$ cat config.mk
export PLATFORM = sky130hd
export DESIGN_NAME = trpk_reduce
export DESIGN_NICKNAME = d
export VERILOG_FILES = /design/src/hdl/trpk_pkg.sv /design/src/hdl/trpk_reduce.sv
export SDC_FILE = /design/constraint.sdc
export NUM_CORES = 1
export LEC_CHECK = 0
export BUFFER_PORTS_ARGS = -buffer_cell sky130_fd_sc_hd__buf_4
export CAP_MARGIN = 20
export CELL_PAD_IN_SITES_DETAIL_PLACEMENT = 0
export CELL_PAD_IN_SITES_GLOBAL_PLACEMENT = 1
export CORE_MARGIN = 2
export CORE_UTILIZATION = 45
export DETAILED_ROUTE_END_ITERATION = 7
export PLACE_DENSITY = 0.88
export SLEW_MARGIN = 25
export SYNTH_ARGS = -nofsm -noshare
export SYNTH_HDL_FRONTEND = slang
export SYNTH_SLANG_ARGS = --single-unit
$ cat constraint.sdc
create_clock -name clock -period 9.47 [get_ports clock]
set_input_delay 1.894 -clock clock [delete_from_list [all_inputs] [get_ports clock]]
set_output_delay 1.894 -clock clock [all_outputs]
set_load 0.01 [all_outputs]
$ cat src/hdl/trpk_pkg.sv
// Package with shared types and constants for the pivot kinematics unit.
`timescale 1ns / 1ps
package trpk_pkg;

   // One full turn and one quarter turn in Q16.16 degrees.
   localparam logic [24:0] TURN_Q16    = 25'd23592960;
   localparam logic [22:0] QUARTER_Q16 = 23'd5898240;

   // CORDIC start value (gain compensation) in Q2.30.
   localparam logic signed [33:0] GAIN_Q30 = 34'sd652032874;
   localparam logic signed [63:0] HALF_Q30 = 64'sd536870912;

   // Reset value of the pivot length, 250.0 mm.
   localparam logic [30:0] PIVOT_RESET = 31'd16384000;

   // Operation codes.
   localparam logic OP_FORWARD = 1'b0;
   localparam logic OP_INVERSE = 1'b1;

   // Payload that travels beside the CORDIC cells.
   typedef struct packed {
      logic              op;
      logic signed [31:0] x;
      logic signed [31:0] y;
      logic signed [31:0] z;
      logic signed [31:0] a;
      logic signed [31:0] b;
      logic signed [31:0] c;
      logic signed [31:0] u;
      logic signed [31:0] v;
      logic signed [31:0] w;
      logic [1:0]        qb;
      logic [1:0]        qc;
   } side_type;

   // Arctangent of 2^-i in Q16.16 degrees.
   function automatic logic signed [23:0] arc_tab(input logic [5:0] i);
      logic signed [23:0] r;
      begin
         case (i)
            6'd0: r = 24'sd2949120;
            6'd1: r = 24'sd1740967;
            6'd2: r = 24'sd919879;
            6'd3: r = 24'sd466945;
            6'd4: r = 24'sd234379;
            6'd5: r = 24'sd117304;
            6'd6: r = 24'sd58666;
            6'd7: r = 24'sd29335;
            6'd8: r = 24'sd14668;
            6'd9: r = 24'sd7334;
            6'd10: r = 24'sd3667;
            6'd11: r = 24'sd1833;
            6'd12: r = 24'sd917;
            6'd13: r = 24'sd458;
            6'd14: r = 24'sd229;
            6'd15: r = 24'sd115;
            6'd16: r = 24'sd57;
            6'd17: r = 24'sd29;
            6'd18: r = 24'sd14;
            6'd19: r = 24'sd7;
            6'd20: r = 24'sd4;
            6'd21: r = 24'sd2;
            6'd22: r = 24'sd1;
            default: r = 24'sd0;
         endcase
         return r;
      end
   endfunction

endpackage

$ cat src/hdl/trpk_reduce.sv
// Angle reduction stages: modulo 360 and split into quadrant and rest.
`timescale 1ns / 1ps
module trpk_reduce (
   input  logic                clock,
   input  logic signed [31:0]  ang_i,
   output logic [1:0]          quad_o,
   output logic signed [24:0]  rest_o
);
   // Reduction is a registered pipeline: the quotient by 360 through a reciprocal
   // multiply, then a correcting subtract and the quadrant split.
   // The reciprocal is rounded down, so the quotient estimate may be low by one.
   localparam logic [33:0] RECIP = 34'd11650; // floor(2^38 / 23592960)

   logic signed [31:0] ang_ff;
   logic [31:0]        mag;
   logic [63:0]        prod;
   logic [7:0]         qest_in, qest_ff;
   logic signed [31:0] ang2_ff;
   logic signed [33:0] r0;
   logic signed [33:0] r1;
   logic [1:0]         quad_in;
   logic signed [24:0] rest_in;
   logic [1:0]         quad_ff;
   logic signed [24:0] rest_ff;

   // Floor quotient of the angle by a turn, computed on the offset value.
   always_comb begin
      mag     = ang_i ^ 32'h8000_0000; // ang + 2^31, unsigned
      prod    = 64'(mag) * 64'(RECIP);
      qest_in = prod[45:38];
   end

   always_ff @(posedge clock) begin
      qest_ff <= qest_in;
      ang2_ff <= ang_i;
   end

   // Remainder of (ang + 2^31), then remove the offset's own remainder.
   always_comb begin
      r0 = 34'({1'b0, ang2_ff ^ 32'h8000_0000})
           - 34'(qest_ff) * 34'(trpk_pkg::TURN_Q16);
      if (r0 >= 34'(trpk_pkg::TURN_Q16)) r0 = r0 - 34'(trpk_pkg::TURN_Q16);
      if (r0 >= 34'(trpk_pkg::TURN_Q16)) r0 = r0 - 34'(trpk_pkg::TURN_Q16);
      // 2^31 mod 23592960 is 2^31 - 91 * 23592960 = 524288.
      r1 = r0 - 34'sd524288;
      if (r1 < 0) r1 = r1 + 34'(trpk_pkg::TURN_Q16);
      if (r1 >= 34'sd17694720) begin
         quad_in = 2'd3;
         rest_in = 25'(r1 - 34'sd17694720);
      end else if (r1 >= 34'sd11796480) begin
         quad_in = 2'd2;
         rest_in = 25'(r1 - 34'sd11796480);
      end else if (r1 >= 34'(trpk_pkg::QUARTER_Q16)) begin
         quad_in = 2'd1;
         rest_in = 25'(r1 - 34'(trpk_pkg::QUARTER_Q16));
      end else begin
         quad_in = 2'd0;
         rest_in = 25'(r1);
      end
   end

   always_ff @(posedge clock) begin
      quad_ff <= quad_in;
      rest_ff <= rest_in;
   end

   assign quad_o = quad_ff;
   assign rest_o = rest_ff;
endmodule

Yosys cells after proc, flatten, opt, wreduce, memory -nomap -nowiden
Cells that the tools add are included.
{ "word_totals": {"regBits": 67, "inputBits": 33, "output_inout_bits": 27, "wordCells": 32} }
{ "classes": {"n_addsub": 8, "n_mul": 2, "magnitude_cmp": 6, "mux": 8, "bitwise_logic": 2, "reduce_logical": 1} }
{ "ops": {"columns": ["operator", "n"], "rows": [
  [">= comparator 34 x 25 -> 1 bit (second input constant)", 3],
  ["2-to-1 mux 34 bit", 3],
  ["2-to-1 mux 25 bit", 3],
  ["subtractor 34 x 25 -> 34 bit (second input constant)", 2],
  ["subtractor 25 bit (second input constant)", 2],
  ["multiplier 32 x 13 -> 45 bit (second input constant)", 1],
  ["adder 34 x 25 -> 34 bit (second input constant)", 1],
  [">= comparator 34 x 23 -> 1 bit (second input constant)", 1],
  [">= comparator 34 x 26 -> 1 bit (second input constant)", 1],
  ["less-than comparator 34 x 1 -> 1 bit (second input constant)", 1],
  ["subtractor 32 x 33 -> 34 bit", 1],
  ["subtractor 34 x 21 -> 34 bit (second input constant)", 1],
  ["subtractor 25 x 23 -> 25 bit (second input constant)", 1],
  ["multiplier 8 x 6 -> 14 bit (second input constant)", 1],
  ["2-to-1 mux 1 bit", 2],
  ["inverter 1 bit", 2],
  ["OR reduction 2 bit", 1]
]} }

Logic depth before layout (Yosys ltp)
{ "logic_depth": {"depth_word": 13, "ltp_mapped": 49} }

Least setup slack after synthesis
Ideal clock, no wire load.
{ "synth_timing": {"kind": "reg-to-reg", "start": "register qest_ff[1]", "end": "register rest_ff[21] (netlist: rest_o[21])", "arrival_ns": 9.456, "t_required_ns": 9.398, "path_slack_ns": -0.058, "path_stages_with_launch": 46, "path_buffers": 5, "period_less_slack_ns": 9.528, "cell_sequence": "dfxtp_1 > ha_1 > xor2_1 > ha_1 > inv_1 > fa_1 > inv_1 > ha_1 > nor2b_1 > o21ai_0 > a21oi_1 > nand2b_1 > ha_1 > clkbuf_1 > nand2_1 > a221o_1 > a211oi_1 > a211oi_1 > [... 10 more ...] > ha_1 > nor2b_1 > a21oi_1 > and3_1 > o21ai_1 > o31ai_1 > o21ai_1 > buf_2 > xnor2_1 > ha_1 > a21o_1 > a21o_1 > o22a_1 > or3_1 > clkbuf_1 > or3b_1 > a31oi_1 > xor2_1"} }
{ "synth_between": {"elab_chain_len": 13, "word_cells_on_any_way": 21} }
{ "synth_rtl": {"columns": ["item", "line_no", "rtl"], "rows": [
  ["start, declared", "trpk_reduce.sv:17", "logic [7:0] qest_in, qest_ff;"],
  ["start signal, assigned", "trpk_reduce.sv:34", "qest_ff <= qest_in;"],
  ["multiplier 8 x 6 -> 14 bit (*)", "trpk_reduce.sv:41", "- 34'(qest_ff) * 34'(trpk_pkg::TURN_Q16);"],
  ["subtractor 32 x 33 -> 34 bit (*)", "trpk_reduce.sv:41", null],
  ["subtractor 34 x 25 -> 34 bit / >= comparator 34 x 25 -> 1 bit (equally long branches)", "trpk_reduce.sv:42", "if (r0 >= 34'(trpk_pkg::TURN_Q16)) r0 = r0 - 34'(trpk_pkg::TURN_Q16);"],
  ["2-to-1 mux 34 bit (*)", "trpk_reduce.sv:42", null],
  ["subtractor 34 x 25 -> 34 bit / >= comparator 34 x 25 -> 1 bit (equally long branches)", "trpk_reduce.sv:43", "if (r0 >= 34'(trpk_pkg::TURN_Q16)) r0 = r0 - 34'(trpk_pkg::TURN_Q16);"],
  ["2-to-1 mux 34 bit (*)", "trpk_reduce.sv:43", null],
  ["subtractor 34 x 21 -> 34 bit (*)", "trpk_reduce.sv:45", "r1 = r0 - 34'sd524288;"],
  ["adder 34 x 25 -> 34 bit / less-than comparator 34 x 1 -> 1 bit (equally long branches)", "trpk_reduce.sv:46", "if (r1 < 0) r1 = r1 + 34'(trpk_pkg::TURN_Q16);"],
  ["2-to-1 mux 34 bit (*)", "trpk_reduce.sv:46", null],
  [">= comparator 34 x 23 -> 1 bit / subtractor 25 x 23 -> 25 bit (equally long branches)", "trpk_reduce.sv:53, trpk_reduce.sv:55", null],
  ["2-to-1 mux 25 bit", "trpk_reduce.sv:53", "end else if (r1 >= 34'(trpk_pkg::QUARTER_Q16)) begin"],
  ["2-to-1 mux 25 bit", "trpk_reduce.sv:50", "end else if (r1 >= 34'sd11796480) begin"],
  ["2-to-1 mux 25 bit (*)", "trpk_reduce.sv:47", "if (r1 >= 34'sd17694720) begin"],
  ["via rest_in[21]", "trpk_reduce.sv:22", "logic signed [24:0] rest_in;"],
  ["end signal, assigned", "trpk_reduce.sv:64", "rest_ff <= rest_in;"],
  ["end, declared", "trpk_reduce.sv:24", "logic signed [24:0] rest_ff;"]
]} }
Mark *: on every way through the listed nets, which the timed path passes. The rest lies on a longest branch.
A chain may end at the register's enable or synchronous reset.

Worst setup path in the final report
{ "layout_timing": {"start": "register qest_ff[0]", "end": "register rest_ff[20] (netlist: rest_o[20])"} }
The elaborated chain is that of the path after synthesis.

==> results.sh <==
export IMPL_syn_inst=1305
export IMPL_setup_viol=0
export IMPL_async_flop_share_pct=0
export IMPL_finalCriticalPeriod_ns=9.075
export IMPL_timing_max_cap_violations=0
export IMPL_clockBufferDepth=2
export IMPL_cts_tree="yes"
export IMPL_slew_headroom_pct=35.96
export IMPL_drv_slew=0
export IMPL_ys_seq_elements=67
export IMPL_core_sq_um=25250
export IMPL_ys_top_cells_by_area="ha_1 (21%), fa_1 (21%), dfxtp_1 (12%)"
export IMPL_ios=60
export IMPL_yosys_area_top_type_share_pct=21.18
export IMPL_crit_arrival_ns=9.28
export IMPL_max_stage_delay_ns=0.55
export IMPL_cp_top_family="compound AO/OA/AOI/OAI gates"
export IMPL_fin_skew_ns=0.007924
export IMPL_layout_common_cells="inv_1 (212), ha_1 (189), buf_4 (126), fa_1 (119), dfxtp_1 (61)"
export IMPL_die_area_sq_um=27030
export IMPL_yosys_warnings=0
export IMPL_dpl_instance_area_sq_um=12710
export IMPL_worstMarginPinSlew_ns=0.9574
export IMPL_grt_total_usage_pct=21.72
export IMPL_period_share_pct=95.83
export IMPL_die_y_microns=164.4
export IMPL_critPathMaxFanout=10
export IMPL_drt_iter0_drc=696
export IMPL_synthToLayoutAreaGrowth_pct=16.43
export IMPL_grt_first_pass_wirelength_microns=47500
export IMPL_r2r_slack_ns=0.39
export IMPL_reg2regPathDepth=42
export IMPL_wl_microns=28870
export IMPL_pre_cts_slack_ns=-0.2217
export IMPL_cp_common_cell="ha_1"
export IMPL_hpwl_microns=24140
export IMPL_timing_rr_end="rest_o[20]$_DFF_P_"
export IMPL_drive_gt1_share_pct=16.83
export IMPL_synth_edf_count=0
export IMPL_seq_area_frac_synth_pct=11.58
export IMPL_start_util_pct=45.85
export IMPL_portBuffers=59
export IMPL_postSynthAreaPerCell_sq_um=8.873
export IMPL_crit_path_end_kind="register"
export IMPL_cts_sinks=67
export IMPL_synth_nets=1654
export IMPL_cts_clk_slew_worst_paths_ns=0.06
export IMPL_hold_path_class="reg -> reg"
export IMPL_ys_types=94
export IMPL_synth_ff_type="dfxtp_1"
export IMPL_cp_start_kind="register"
export IMPL_post_route_util_pct=53.39
export IMPL_final_common_cell="inv_1"
export IMPL_numCtsBuffers=9
export IMPL_dr_pass1_iters=5
export IMPL_avgViaCountPerCell=5.689
export IMPL_fin_tns_setup_ns=0
export IMPL_rows=58
export IMPL_diodes=0
export IMPL_crit_type="reg -> reg"
export IMPL_post_route_drc_count=0
export IMPL_cts_hold_buffers=0
export IMPL_grt_pass1_vias=9886
export IMPL_syn_area_sq_um=11580
export IMPL_worstPathRequired_ns=9.68
export IMPL_timing_fmax_mhz=110.2
export IMPL_status="completed"
export IMPL_grt_start_max_net_pins=17
export IMPL_gp_congestion=0.9370
export IMPL_wl_per_cell_microns=16.55
export IMPL_design_area_sq_um=13480
export IMPL_yosys_area_top_type="ha_1"
export IMPL_worst_path_max_delay_cell="fa_1"
export IMPL_grt_antenna_before_repair=0
export IMPL_clock_latency_ns=0.33
export IMPL_worst_path_buf_inv=7
export IMPL_hold_violations=0
export IMPL_hp_start="ang2_ff[3]$_DFF_P_"
export IMPL_startpoint="qest_ff[0]$_DFF_P_"
export IMPL_cts_root_buf="clkbuf_16"
export IMPL_htreeDepth=3
export IMPL_postRouteAntennaNets=0
export IMPL_fin_ws_ns=0.3949
export IMPL_overflow=0
export IMPL_layout_nets=1758
export IMPL_hold_end="rest_o[3]$_DFF_P_"
export IMPL_via_count=9922
export IMPL_die_x_microns=164.4
export IMPL_min_path_cells=0
export IMPL_r2r_start="qest_ff[0]$_DFF_P_"
-- metal layers --
metal  wire length (microns)  vias to the layer above  track usage (%)
met1                   13250                     4796            30.05
met3                    1341                       38            2.109
met5                       0                        -                0
met2                   13740                      260            36.15
li1                        -                     4828                -
met4                     530                        0            6.324
-- repair_timing --
item,4_1_cts,5_1_grt
buffers inserted,1,10
pin swaps,4,23
gates resized for setup,11,74
setup endpoints to repair,9,10
-- stage by stage --
step | cells | hold slack [ns]
4_1_cts | 1734 | 0.3493
6_report | 1744 | 0.3498
3_3_place_gp | 1717 | 0.3371
5_1_grt | 1744 | 0.3508
3_5_place_dp | 1717 | 0.3376
2_1_floorplan | 1305 | 0.3311
-- state kept, by name, summed over array words and instances, names as in the netlist --
| signal | flops |
|---|---|
| qest_ff | 8 |
| ang2_ff | 32 |
| quad_o | 2 |
| rest_o | 25 |
-- worst reg2reg max path: cells and delay by family (launching register included) --
kind	cells	cell delay, ns
multiplexers	1	0.29
AO/OA/AOI/OAI	19	3.48
buffers and inverters	7	0.83
XOR/XNOR	2	0.31
AND/OR/NAND/NOR	7	1.72
flip-flops	1	0.35
adder cells (fa/ha/maj)	6	1.96
-- worst max-delay path by stage --
stage / endpoint / slack, ns / cells past startpoint
CTS: rest_o[22]$_DFF_P_ / 0.004 / 44
floorplan: rest_o[21]$_DFF_P_ / 0.06 / 45
detailed placement: rest_o[23]$_DFF_P_ / -0.22 / 41
global route: rest_o[20]$_DFF_P_ / -0.09 / 42
global placement: rest_o[23]$_DFF_P_ / 0.001 / 42
finish: rest_o[20]$_DFF_P_ / 0.39 / 42
-- synthesized netlist by cell type (12+ instances only) --
master	n
mux2i_1	12
o211ai_1	17
nand2_1	59
o21ai_0	39
nor2b_1	15
a211oi_1	15
dfxtp_1	67
nor2_1	60
a31oi_1	12
clkbuf_1	22
a21o_1	28
xnor2_1	33
nor3_1	28
inv_1	212
ha_1	196
nand2b_1	13
a21oi_1	60
fa_1	120
nand3_1	39
xor2_1	19
nor4_1	15
nand4_1	14
-- kinds of logic after synthesis --
kind of cell,share of synthesized area [%]
compound gates,18.35
xor+xnor,3.933
fa+ha+maj,41.92
buf+inv,8.363
flops,11.58
mux,1.329
simple gates,14.52
-- cell type report --
class	instances	area, sq um
Clock buffer	9	225.2
Clock inverter	7	76.32
Fill cell	2329	11770
Inverter	213	799.5
Multi-Input combinational cell	990	9646
Sequential cell	67	1351
Tap cell	330	412.9
Timing Repair Buffer	128	972.2
Power is left out: the tool's default activity adds up to more than one toggle a clock period on the data nets, which glitch-free logic cannot reach.
