===== src/hdl/trpk_pkg.sv =====
// Package with shared types and constants for the pivot kinematics unit.
`timescale 1ns / 1ps
package trpk_pkg;

   // One full turn and one quarter turn in Q16.16 degrees.
   localparam logic [24:0] TURN_Q16    = 25'd23592960;
   localparam logic [22:0] QUARTER_Q16 = 23'd5898240;

   // CORDIC start value (gain compensation) in Q2.30.
   localparam logic signed [33:0] GAIN_Q30 = 34'sd652032874;
   localparam logic signed [63:0] HALF_Q30 = 64'sd536870912;

   // Reset value of the pivot length, 250.0 mm.
   localparam logic [30:0] PIVOT_RESET = 31'd16384000;

   // Operation codes.
   localparam logic OP_FORWARD = 1'b0;
   localparam logic OP_INVERSE = 1'b1;

   // Payload that travels beside the CORDIC cells.
   typedef struct packed {
      logic              op;
      logic signed [31:0] x;
      logic signed [31:0] y;
      logic signed [31:0] z;
      logic signed [31:0] a;
      logic signed [31:0] b;
      logic signed [31:0] c;
      logic signed [31:0] u;
      logic signed [31:0] v;
      logic signed [31:0] w;
      logic [1:0]        qb;
      logic [1:0]        qc;
   } side_type;

   // Arctangent of 2^-i in Q16.16 degrees.
   function automatic logic signed [23:0] arc_tab(input logic [5:0] i);
      logic signed [23:0] r;
      begin
         case (i)
            6'd0: r = 24'sd2949120;
            6'd1: r = 24'sd1740967;
            6'd2: r = 24'sd919879;
            6'd3: r = 24'sd466945;
            6'd4: r = 24'sd234379;
            6'd5: r = 24'sd117304;
            6'd6: r = 24'sd58666;
            6'd7: r = 24'sd29335;
            6'd8: r = 24'sd14668;
            6'd9: r = 24'sd7334;
            6'd10: r = 24'sd3667;
            6'd11: r = 24'sd1833;
            6'd12: r = 24'sd917;
            6'd13: r = 24'sd458;
            6'd14: r = 24'sd229;
            6'd15: r = 24'sd115;
            6'd16: r = 24'sd57;
            6'd17: r = 24'sd29;
            6'd18: r = 24'sd14;
            6'd19: r = 24'sd7;
            6'd20: r = 24'sd4;
            6'd21: r = 24'sd2;
            6'd22: r = 24'sd1;
            default: r = 24'sd0;
         endcase
         return r;
      end
   endfunction

endpackage


===== src/hdl/trpk_cell.sv =====
// One CORDIC rotation cell: rotates both angle vectors by one step and registers.
`timescale 1ns / 1ps
module trpk_cell #(
   parameter int STAGE = 0
) (
   input  logic                 clock,
   input  logic                 reset,
   input  logic                 vld_i,
   input  logic signed [33:0]   xb_i,
   input  logic signed [33:0]   yb_i,
   input  logic signed [24:0]   zb_i,
   input  logic signed [33:0]   xc_i,
   input  logic signed [33:0]   yc_i,
   input  logic signed [24:0]   zc_i,
   input  trpk_pkg::side_type   side_i,
   output logic                 vld_o,
   output logic signed [33:0]   xb_o,
   output logic signed [33:0]   yb_o,
   output logic signed [24:0]   zb_o,
   output logic signed [33:0]   xc_o,
   output logic signed [33:0]   yc_o,
   output logic signed [24:0]   zc_o,
   output trpk_pkg::side_type   side_o
);
   localparam logic [5:0] IDX = 6'(STAGE);

   logic signed [24:0] ang;
   logic signed [33:0] xb_in, yb_in, xc_in, yc_in;
   logic signed [24:0] zb_in, zc_in;
   logic vld_ff;
   logic signed [33:0] xb_ff, yb_ff, xc_ff, yc_ff;
   logic signed [24:0] zb_ff, zc_ff;
   trpk_pkg::side_type side_ff;

   // Rotation step; direction follows the sign of the residual angle.
   always_comb begin
      ang = 25'(trpk_pkg::arc_tab(IDX));
      if (zb_i >= 0) begin
         xb_in = xb_i - (yb_i >>> STAGE);
         yb_in = yb_i + (xb_i >>> STAGE);
         zb_in = zb_i - ang;
      end else begin
         xb_in = xb_i + (yb_i >>> STAGE);
         yb_in = yb_i - (xb_i >>> STAGE);
         zb_in = zb_i + ang;
      end
      if (zc_i >= 0) begin
         xc_in = xc_i - (yc_i >>> STAGE);
         yc_in = yc_i + (xc_i >>> STAGE);
         zc_in = zc_i - ang;
      end else begin
         xc_in = xc_i + (yc_i >>> STAGE);
         yc_in = yc_i - (xc_i >>> STAGE);
         zc_in = zc_i + ang;
      end
   end

   // Valid bit is control state; the rest is payload.
   always_ff @(posedge clock) begin
      if (reset) begin
         vld_ff <= 1'b0;
      end else begin
         vld_ff <= vld_i;
      end
      xb_ff   <= xb_in;
      yb_ff   <= yb_in;
      zb_ff   <= zb_in;
      xc_ff   <= xc_in;
      yc_ff   <= yc_in;
      zc_ff   <= zc_in;
      side_ff <= side_i;
   end

   assign vld_o  = vld_ff;
   assign xb_o   = xb_ff;
   assign yb_o   = yb_ff;
   assign zb_o   = zb_ff;
   assign xc_o   = xc_ff;
   assign yc_o   = yc_ff;
   assign zc_o   = zc_ff;
   assign side_o = side_ff;
endmodule


===== config.mk =====
export PLATFORM = sky130hd
export DESIGN_NAME = trpk_cell
export DESIGN_NICKNAME = d
export VERILOG_FILES = /design/src/hdl/trpk_pkg.sv /design/src/hdl/trpk_cell.sv
export SDC_FILE = /design/constraint.sdc
export NUM_CORES = 1
export LEC_CHECK = 0
export ABC_AREA = 0
export BUFFER_PORTS_ARGS = -buffer_cell sky130_fd_sc_hd__buf_2
export CORE_AREA = 2 2 373 375
export CTS_CLUSTER_DIAMETER = 150
export DETAILED_ROUTE_END_ITERATION = 8
export DIE_AREA = 0 0 375 377
export PLACE_DENSITY_LB_ADDON = 0.1
export SLEW_MARGIN = 20
export SYNTH_ARGS = -nofsm -noshare
export SYNTH_HDL_FRONTEND = slang
export SYNTH_SLANG_ARGS = --single-unit

===== constraint.sdc =====
create_clock -name clock -period 7.1 [get_ports clock]
set_clock_uncertainty 0.05 [all_clocks]
set_input_delay 0.355 -clock clock [delete_from_list [all_inputs] [get_ports clock]]
set_output_delay 0.355 -clock clock [all_outputs]
set_load 0.05 [all_outputs]

Yosys cells after proc, flatten, opt, wreduce, memory -nomap -nowiden
Index checks and enable logic that the tools add are counted.
W data, S select, Z words.
{ "op_classes": {"n_lt_le_gt_ge": 2, "addsub": 10, "mux": 6} }
{ "ops": {"columns": ["op", "n"], "rows": [
  ["$mux W34", 4],
  ["$sub A34 B34 Y34", 4],
  ["$add A34 B34 Y34", 2],
  ["$add A25 B23 Y25 const B", 2],
  ["$ge A25 B1 Y1 const B", 2],
  ["$mux W25", 2],
  ["$sub A25 B23 Y25 const B", 2]
]} }
{ "word_totals": {"wordCells": 37, "reg_bits": 480, "output_inout_bits": 480, "inputBits": 482} }

Depth between registers and ports, before layout
Gate-level depths: netlist of the first run.
{ "logic_depth": {"word_depth": 2, "depth_mapped": 12, "mapped_depth_nobuf": 11} }

Least setup slack after synthesis of the first run
No wires, ideal clock.
{ "synth_path": {"path_kind": "input-to-reg", "start": "input port xc_i[17]", "end": "register yc_ff[31], in the netlist yc_o[31]", "t_arrival_ps": 2769, "setup_slack_ps": 4161, "t_required_ps": 6931, "setup_time_ps": 119, "path_buffers": 0, "path_stages": 9, "cell_sequence": "inv_1 > ha_1 > or4_4 > or3_4 > or4_4 > o221ai_2 > a41oi_1 > o22a_1 > xnor2_1"} }
{ "synth_via": {"elab_chain_cells": 2, "elab_cells_between_ends": 3, "classes_between": "add/sub (2); mux (1)"} }
{ "synth_lines": {"columns": ["element", "line", "text"], "rows": [
  ["from (decl)", "trpk_cell.sv:12", "input logic signed [33:0] xc_i,"],
  ["$sub A34 B34 Y34 / $add A34 B34 Y34 (equally long branches)", "trpk_cell.sv:53, trpk_cell.sv:49", null],
  ["$mux W34 *", "trpk_cell.sv:47", "if (zc_i >= 0) begin"],
  ["named net yc_in[31]", "trpk_cell.sv:28", "logic signed [33:0] xb_in, yb_in, xc_in, yc_in;"],
  ["to (signal assigned)", "trpk_cell.sv:69", "yc_ff <= yc_in;"],
  ["to (decl)", "trpk_cell.sv:31", "logic signed [33:0] xb_ff, yb_ff, xc_ff, yc_ff;"]
]} }
Mark *: on every way through the listed nets, which the timed path passes. The rest lies on a longest branch.
A chain may end at the register's enable or synchronous reset.

Worst setup path after layout of the first run
{ "layout_path": {"start": "input port yc_i[0]", "end": "register yc_ff[28], in the netlist yc_o[28]"} }
{ "layout_via": {"elab_chain_cells": 2, "elab_cells_between_ends": 3, "classes_between": "add/sub (2); mux (1)"} }
{ "layout_lines": {"columns": ["element", "line", "text"], "rows": [
  ["from (decl)", "trpk_cell.sv:13", "input logic signed [33:0] yc_i,"],
  ["$sub A34 B34 Y34 / $add A34 B34 Y34 (equally long branches)", "trpk_cell.sv:53, trpk_cell.sv:49", null],
  ["$mux W34 *", "trpk_cell.sv:47", null],
  ["named net yc_in[28]", "trpk_cell.sv:28", null]
]} }
Marked as above.

==> out/metrics.yaml, run 1 <==
outcome:
  status: "complete, no violations"
drt:
  highest_layer: "met5"
  wl_per_cell_um: 23.75
  firstDrtPassIters: 7
  drt_iter0_drc: 1213
  drc: 0
  wl_met3_um: 8913
  wl_met1_um: 49100
  routed_wl_um: 132400
  met2_length_um: 69140
  ant_nets: 0
  vias_per_cell: 4.126
  vias: 23000
clocking:
  cts-root-buf: "clkbuf_16"
  clock_sinks: 478
  cts_resized: 0
  clock_tree.buffer_depth: 3
  cts_max_level: 3
  cts_tree: "yes"
  postCtsSetupBuffers: 0
  cts_buffers: 69
  clk_pin_slew_ns: 0.06
hold_path:
  whs_path_depth: 3
  min_from: "xb_i[33]"
  worstHoldPathType: "in -> reg"
  hold_end: "yb_o[33]"
floorplan:
  die-area_um2: 141400
  num_io_pins: 962
  initial_utilization_pct: 16.25
  die_height_um: 377
  core_area_um2: 137000
  die_w_um: 375
  num_rows: 136
synth:
  synth-seq-area-share_pct: 42.99
  synthTopCellsByArea: "dfxtp_1 43%, ha_1 12%, a21oi_1 5.3%"
  synth_top_area_share_pct: 42.99
  synthArstFlopShare_pct: 0
  syn_area_per_cell_um2: 9.190
  synth_ff_type: "dfxtp_1"
  synth_cells: 2422
  yosysTopAreaCell: "dfxtp_1"
  ys_types: 80
  ys_ff_latch: 478
  synth_edf_count: 0
  syn_area_um2: 22260
  syn-num-nets: 3124
  yosysWarnings: 0
final_layout:
  drive_gt1_share_pct: 29.60
  nets: 4409
  fillers: 15000
  register_area_um2: 9569
  final_area_um2: 34890
  area_growth_pct: 56.76
  multi_input_area_um2: 11480
  instances_no_fill: 5573
timing:
  hold_ws_ns: 0.06343
  hold_viol: 0
  setup_viol: 0
  period_share_pct: 52.99
  worstMarginPinSlew_ns: 1.085
  setup_tns_ns: 0
  fmax_mhz: 265.8
  maxSlewHeadroom_pct: 27.16
  slew_viol_final: 0
  rsz0062_at_grt: "false"
  period_needed_ns: 3.762
critical_path:
  end_kind: "flip-flop"
  worstSetupPathType: "in -> reg"
  cp.arrival_ns: 4.25
  critPathMaxFanout: 3
  startpoint_type: "input pin"
  worstPathRequired_ns: 7.59
global_route:
  grt_pass1_vias: 23650
  grt_usage_pct: 17.83
  grt_remaining_overflow: 0
  grt_max_degree: 86
  grt_pass1_wl_um: 179600
  antenna_found_initial: 48
flow_run:
  cap_viol_max_count: 0
placement:
  place_congestion: 0.8273
  placed_cells: 5083
  post-dp-hpwl_um: 108800
  placed_area_um2: 28970
  port_buffers: 961
power_and_ir_drop:
  clock_power_share_pct: 37.2
  pwr-share-comb_pct: 31.4
  swShare_pct: 39.04
  seqPwrFrac_pct: 31.4
  p_int_mw: 6.029
  p_total_mw: 9.891
  p_sw_mw: 3.862
  cellLeakagePower_nw: 16.32
  vdd_drop_max_uv: 189.9
  cellPowerDensity_nw_per_um2: 283.5
## power by group through the flow
| stage | registers [mW] | logic [mW] | clock network, mW |
|---|---|---|---|
| after floorplan | 4.19 | 0.886 | 0 |
| after global placement | 3.16 | 2.98 | 0 |
| after detailed placement | 3.16 | 2.95 | 0 |
| after CTS | 3.11 | 3.14 | 3.83 |
| after global routing | 3.13 | 3.28 | 3.93 |
| final | 3.11 | 3.10 | 3.68 |
## layer usage
metal,up-vias,global-route usage [%]
met5,-,0
met4,20,6.596
met3,236,5.169
met2,813,33.35
met1,10880,18.76
li1,11050,-
## layout by cell type, fill, tap and decap left out, types with 9 or more instances in the layout
cell type	n
a211o_1	9
a211oi_1	30
a21o_1	57
a21oi_1	235
a311oi_1	10
a31oi_1	18
and2_1	12
and3_1	12
buf_2	961
clkbuf_1	14
clkbuf_16	70
clkinv_2	12
dfxtp_1	478
diode_2	16
dlygate4sd3_1	347
ha_1	212
inv_1	208
inv_2	10
mux2i_1	27
nand2_1	110
nand2b_1	30
nand3_1	38
nand4_1	19
nor2_1	154
nor2b_1	26
nor3_1	52
nor4_1	17
o2111ai_1	11
o211ai_1	26
o21a_1	20
o21ai_0	100
o21ai_1	23
o21bai_1	55
o22ai_1	11
o31ai_1	31
or3_1	18
xnor2_1	120
xor2_1	17
## timing repair
item                                    CTS  global route
endpoints found under the setup margin    0             0
endpoints found under the hold margin   346             0
hold buffers                            347             0
## cell usage after synthesis (all sizes together), types with 20 or more instances
library cell,number
o21bai,55
nand2b,30
o21ai,123
dfxtp,478
inv,218
nor2b,26
a21oi,236
a21o,57
nor2,154
nand2,110
clkbuf,74
nand3,38
o31ai,31
o211ai,26
mux2i,27
buf,26
ha,212
xnor2,120
nor3,52
a211oi,30
o21a,20
## worst max-delay path by stage
stage	from	depth (start not counted)	slack, ns	to
detailed placement	xc_i[17]	11	3.13	xc_o[33]
floorplan	xc_i[17]	9	4.16	yc_o[31]
global route	yc_i[0]	12	3.20	yc_o[28]
CTS	yb_i[0]	12	3.42	yb_o[30]
global placement	xc_i[17]	11	3.15	xc_o[33]
finish	yc_i[0]	12	3.34	yc_o[28]
## cell type report
class | count | share of cell area, %
Clock inverter | 36 | 1.452
Sequential cell | 478 | 27.42
Timing Repair Buffer | 1314 | 23.87
Inverter | 220 | 2.367
Multi-Input combinational cell | 1624 | 32.89
Antenna cell | 16 | 0.1147
Clock buffer | 91 | 5.447
Tap cell | 1794 | 6.433
## registers in the layout (all words and copies together) (netlist names)
register,flops
xb_o,33
zb_o,25
yb_o,34
vld_o,1
side_o,293
yc_o,34
xc_o,33
zc_o,25
## stage by stage
step | utilization [%] | worst slack (ns)
after floorplan | - | 4.161
after global placement | 21.15 | 3.152
final | 25.47 | 3.338
after CTS | 25.44 | 3.415
after global routing | 25.46 | 3.198
after detailed placement | 21.15 | 3.131
## worst max-delay path, cell delays in order
cell           delay (ns)
dlygate4sd3_1        0.53
buf_2                0.14
ha_1                 0.21
fa_1                 0.43
nor3b_1              0.19
o31ai_1              0.60
a2111oi_0            0.23
nor3_1               0.63
a211oi_1             0.25
nor3_1               0.38
a21oi_1              0.14
xnor2_1              0.16
## cells by family (layout without fill, tap and decap cells)
family          after synthesis  in the layout  synth area share [%]
flops                       478            478                 42.99
xor+xnor                    137            137                 5.391
mux                          28             28                 1.265
buf+inv                     320           1661                 5.475
simple gates                521            521                 11.42
fa+ha+maj                   220            220                 12.64
compound gates              718            718                 20.82
other cells                   0             16                     0
(Power assumes the default switching activity.)
==> run 2, diff against run 1 <==
CORE_AREA = 2 2 370 372   (was 2 2 373 375)
DIE_AREA = 0 0 372 374   (was 0 0 375 377)
clock period = 3.55 ns   (was 7.1 ns; I/O delays follow)
==> run 2 against run 1 <==
Effect of this change:
- critical path depth did not move
- utilization rose by 1.1 points
- sequential share of layout area fell by 0.71 points
- critical path type unchanged
- setup slack got worse by 3.2 ns
==> out/metrics.yaml, run 2 (synthesis gave the netlist of run 1 again) <==
floorplan:
  core_area_um2: 135000
  num_io_pins: 962
  die-area_um2: 139100
  die_w_um: 372
  num_rows: 135
  initial_utilization_pct: 16.49
  die_height_um: 374
drt:
  firstDrtPassIters: 6
  vias: 23690
  drt_iter0_drc: 1227
  vias_per_cell: 4.168
  wl_met1_um: 50900
  drc: 0
  wl_per_cell_um: 24.19
  wl_met3_um: 8041
  met2_length_um: 73970
  ant_nets: 0
  highest_layer: "met5"
  routed_wl_um: 137500
timing:
  slew_viol_final: 0
  hold_viol: 0
  period_needed_ns: 3.374
  worstMarginPinSlew_ns: 0.8822
  setup_viol: 0
  fmax_mhz: 296.4
  maxSlewHeadroom_pct: 40.68
  setup_tns_ns: 0
  period_share_pct: 95.05
  rsz0062_at_grt: "false"
  hold_ws_ns: 0.05740
hold_path:
  min_from: "yc_i[17]"
  whs_path_depth: 4
  worstHoldPathType: "in -> reg"
  hold_end: "yc_o[17]"
final_layout:
  final_common_cell: "buf_2"
  fillers: 14800
  final_area_um2: 35820
  largest_register_ffs: 293
  nets: 4533
  drive_gt1_share_pct: 31.06
  area_growth_pct: 60.94
  mostFrequentLayoutCells: "961 x buf_2, 478 x dfxtp_1, 377 x dlygate4sd3_1, 235 x a21oi_1, 212 x ha_1"
placement:
  post-dp-hpwl_um: 114400
  place_congestion: 0.8838
  placed_area_um2: 29670
  port_buffers: 961
flow_run:
  cap_viol_max_count: 0
critical_path:
  worstPathRequired_ns: 4.05
  end_kind: "flip-flop"
  startpoint_type: "input pin"
  cp.arrival_ns: 3.87
  worstSetupPathType: "in -> reg"
  critPathMaxFanout: 5
global_route:
  grt_max_degree: 60
  grt_usage_pct: 19.02
  grt_pass1_vias: 24670
  grt_remaining_overflow: 0
  grt_pass1_wl_um: 187500
  antenna_found_initial: 52
clocking:
  cts_buffers: 67
  clock_tree.buffer_depth: 3
  clock_sinks: 478
  clk_pin_slew_ns: 0.06
  cts_max_level: 3
  cts_tree: "yes"
  cts-root-buf: "clkbuf_16"
  postCtsSetupBuffers: 0
power_and_ir_drop:
  vdd_drop_max_uv: 331.4
  cellPowerDensity_nw_per_um2: 554.6
  cellLeakagePower_nw: 16.88
outcome:
  status: "complete, no violations"
## run 2: cell count changes in the layout (fill, tap and decap cells not counted), moves of 2 or more
cell           delta
clkbuf_16         -2
clkbuf_8          +8
clkbuf_1          -4
dlygate4sd3_1    +30
buf_4            +96
clkinv_4          -2
clkinv_2          -3
diode_2           +7
clkinv_16         -2
clkinvlp_4        -4
## run 2: layout make-up
cell class	count	area [um2]	area share [%]
multi-input combinational	1624	11480	32.03
clock buffer	93	1946	5.431
tap	1781	2228	6.220
clock inverter	25	372.9	1.041
sequential	478	9569	26.71
inverter	220	825.8	2.305
timing repair buffer	1440	9349	26.10
antenna	23	57.56	0.1607
## run 2: worst max-delay path, cell delays in order
cell and delay [ns]:
dlygate4sd3_1 0.53, buf_2 0.14, ha_1 0.29, or4_4 0.45, or3_4 0.39, nor3_1 0.21, o21ai_1 0.16, a311oi_1 0.42
o31ai_1 0.17, o311ai_1 0.25, a311oi_1 0.08, dlygate4sd3_1 0.59
## run 2: through the flow
stage | instances | setup WS, ns | util [%] | total power, mW
after CTS | 5661 | 0.2951 | 26.50 | 20.23
after floorplan | 2422 | 0.7887 | - | 10.15
after global placement | 5166 | 0.1990 | 21.98 | 12.50
after global routing | 5683 | 0.07333 | 26.54 | 20.75
final | 5684 | 0.1759 | 26.54 | 19.87
after detailed placement | 5166 | 0.2320 | 21.98 | 12.43
## run 2: how the worst max path moves through the flow
stage / startpoint / end / slack [ns]
floorplan: xc_i[17] / yc_o[31] / 0.79
global placement: xb_i[14] / yb_o[31] / 0.20
detailed placement: xb_i[0] / xb_o[30] / 0.23
CTS: yc_i[14] / xc_o[33] / 0.30
global route: yc_i[14] / xc_o[33] / 0.07
finish: yc_i[14] / xc_o[33] / 0.18
## run 2: repair_timing
item | 4_1_cts | 5_1_grt
endpoints found under the setup margin | 0 | 1
hold buffers | 377 | 0
hold endpoints to repair | 363 | 0
resized for setup | 0 | 1
## run 2: power breakdown
group	leakage, nW	switching [mW]	total, mW	internal (mW)
clock network	1.14	2.88	7.19	4.30
logic	11.7	4.55	6.43	1.88
registers	4.03	0.275	6.25	5.98
total	16.9	7.71	19.9	12.2
## run 2: per-layer routing
layer,vias to the layer above,track usage (%)
met2,857,36.10
li1,11290,-
met1,11330,20.03
met3,212,4.676
met4,6,6.665
met5,-,0
==> run 3, diff against run 2 <==
CORE_AREA = 2 2 371 373   (was 2 2 370 372)
DIE_AREA = 0 0 373 375   (was 0 0 372 374)
RECOVER_POWER = 25   (was default)
==> run 3 against run 2 <==
Effect of this change:
- sequential power is essentially flat
- die area grew 0.54%
- sequential share of layout area grew 0.20 points
- hold slack gained 0.016 ns
- power shrank 1.5%
- via count shrank 0.19%
- setup slack gained 0.014 ns
- largest power group unchanged
- non-clock buffer count shrank 20
- routed wire length shrank 1.5%
- final area shrank 0.73%
- fmax grew 0.41%
- count of clock-buffer cells in the layout shrank 2
==> out/metrics.yaml, run 3 (synthesis gave the netlist of run 1 again) <==
clocking:
  clock_sinks: 478
  cts_resized: 0
  cts_tree: "yes"
  cts_max_level: 3
  clk_pin_slew_ns: 0.05
  cts_buffers: 67
  cts-root-buf: "clkbuf_16"
  clock_tree.buffer_depth: 3
drt:
  drt_iter0_drc: 1317
  vias: 23650
  wl_met1_um: 51030
  routed_wl_um: 135500
  firstDrtPassIters: 7
  drc: 0
  wl_met3_um: 7690
  wl_per_cell_um: 23.86
  highest_layer: "met5"
  vias_per_cell: 4.164
  met2_length_um: 71280
  ant_nets: 0
final_layout:
  instances_no_fill: 5678
  mostFrequentLayoutCells: "948 x buf_2, 478 x dfxtp_1, 369 x dlygate4sd3_1, 235 x a21oi_1, 212 x ha_1"
  nets: 4513
  fin_util_pct: 26.09
  fillers: 14990
  drive_gt1_share_pct: 30.45
  largest_register_ffs: 293
  area_growth_pct: 59.77
  final_common_cell: "buf_2"
floorplan:
  die_w_um: 373
  die-area_um2: 139900
  num_rows: 136
  num_io_pins: 962
  initial_utilization_pct: 16.33
  die_height_um: 375
  core_area_um2: 136300
global_route:
  grt_max_degree: 51
  antenna_found_initial: 47
  grt_pass1_wl_um: 186800
  grt_pass1_vias: 24500
  grt_remaining_overflow: 0
  grt_usage_pct: 18.70
timing:
  period_share_pct: 94.66
  setup_tns_ns: 0
  rsz0062_at_grt: "false"
  worstMarginPinSlew_ns: 0.8573
  setup_viol: 0
  fmax_mhz: 297.6
  hold_viol: 0
  maxSlewHeadroom_pct: 42.36
  period_needed_ns: 3.360
  slew_viol_final: 0
placement:
  post-dp-hpwl_um: 113200
  port_buffers: 961
  place_congestion: 0.8710
  placed_cells: 5167
power_and_ir_drop:
  seqPwrFrac_pct: 31.9
  vdd_drop_max_uv: 310.0
  p_int_mw: 11.98
  p_total_mw: 19.56
  cellLeakagePower_nw: 16.70
  p_sw_mw: 7.579
  clock_power_share_pct: 35.5
  pwr-share-comb_pct: 32.6
  swShare_pct: 38.74
  cellPowerDensity_nw_per_um2: 550.1
critical_path:
  cp.arrival_ns: 3.82
  worstSetupPathType: "in -> reg"
  end_kind: "flip-flop"
  startpoint: "xb_i[1]"
  critPathMaxFanout: 5
  worstPathRequired_ns: 4.01
  startpoint_type: "input pin"
hold_path:
  worstHoldPathType: "in -> reg"
  whs_path_depth: 3
  hold_end: "xb_o[9]"
  min_from: "yb_i[9]"
outcome:
  status: "complete, no violations"
flow_run:
  cap_viol_max_count: 0
## run 3: worst max-delay path by stage
stage | endpoint
detailed placement | yb_o[27]
global placement | yb_o[29]
CTS | yb_o[29]
floorplan | yc_o[31]
global route | yb_o[29]
finish | xb_o[27]
## run 3: power by group through the flow
stage          Combinational (mW)  Clock [mW]  Sequential (mW)
3_5_place_dp                 6.04           0             6.36
4_1_cts                      6.44        7.28             6.26
6_report                     6.38        6.94             6.25
5_1_grt                      6.75        7.45             6.29
3_3_place_gp                 6.10           0             6.37
2_1_floorplan                1.77           0             8.38
## run 3: stage by stage
step	worst slack (ns)	area (um2)	hold WS (ns)
final	0.1895	35560	0.07317
after global routing	0.08127	35560	0.06508
after global placement	0.2110	29600	0.2294
after detailed placement	0.2144	29600	0.2311
after CTS	0.3447	35520	0.001314
after floorplan	0.7887	22260	0.1552
## run 3: area by class of cell
cell class / instances / area [um2] / share of cell area (%)
clock buffer: 91 / 1869 / 5.256
multi-input combinational: 1624 / 11470 / 32.26
clock inverter: 29 / 364.1 / 1.024
timing repair buffer: 1420 / 9164 / 25.77
antenna: 22 / 55.05 / 0.1548
sequential: 478 / 9569 / 26.91
tap: 1794 / 2245 / 6.312
inverter: 220 / 825.8 / 2.322
## run 3: routing by layer
metal	GRT usage [%]	vias to the layer above
met5	0	-
met3	4.347	189
met1	19.91	11380
li1	-	11240
met2	35.21	831
met4	7.509	4
## run 3: worst max-delay path: stages
cell,delay (ns)
dlygate4sd3_1,0.54
buf_2,0.19
inv_1,0.10
ha_1,0.31
nor2b_1,0.07
o311ai_1,0.32
o211ai_1,0.33
o31ai_1,0.74
a31oi_1,0.36
a221oi_1,0.39
mux2i_1,0.15
xnor2_1,0.15
## run 3: repair_timing
item,CTS,global route
endpoints found under the hold margin,361,0
hold buffers,369,0
buffers inserted,0,0
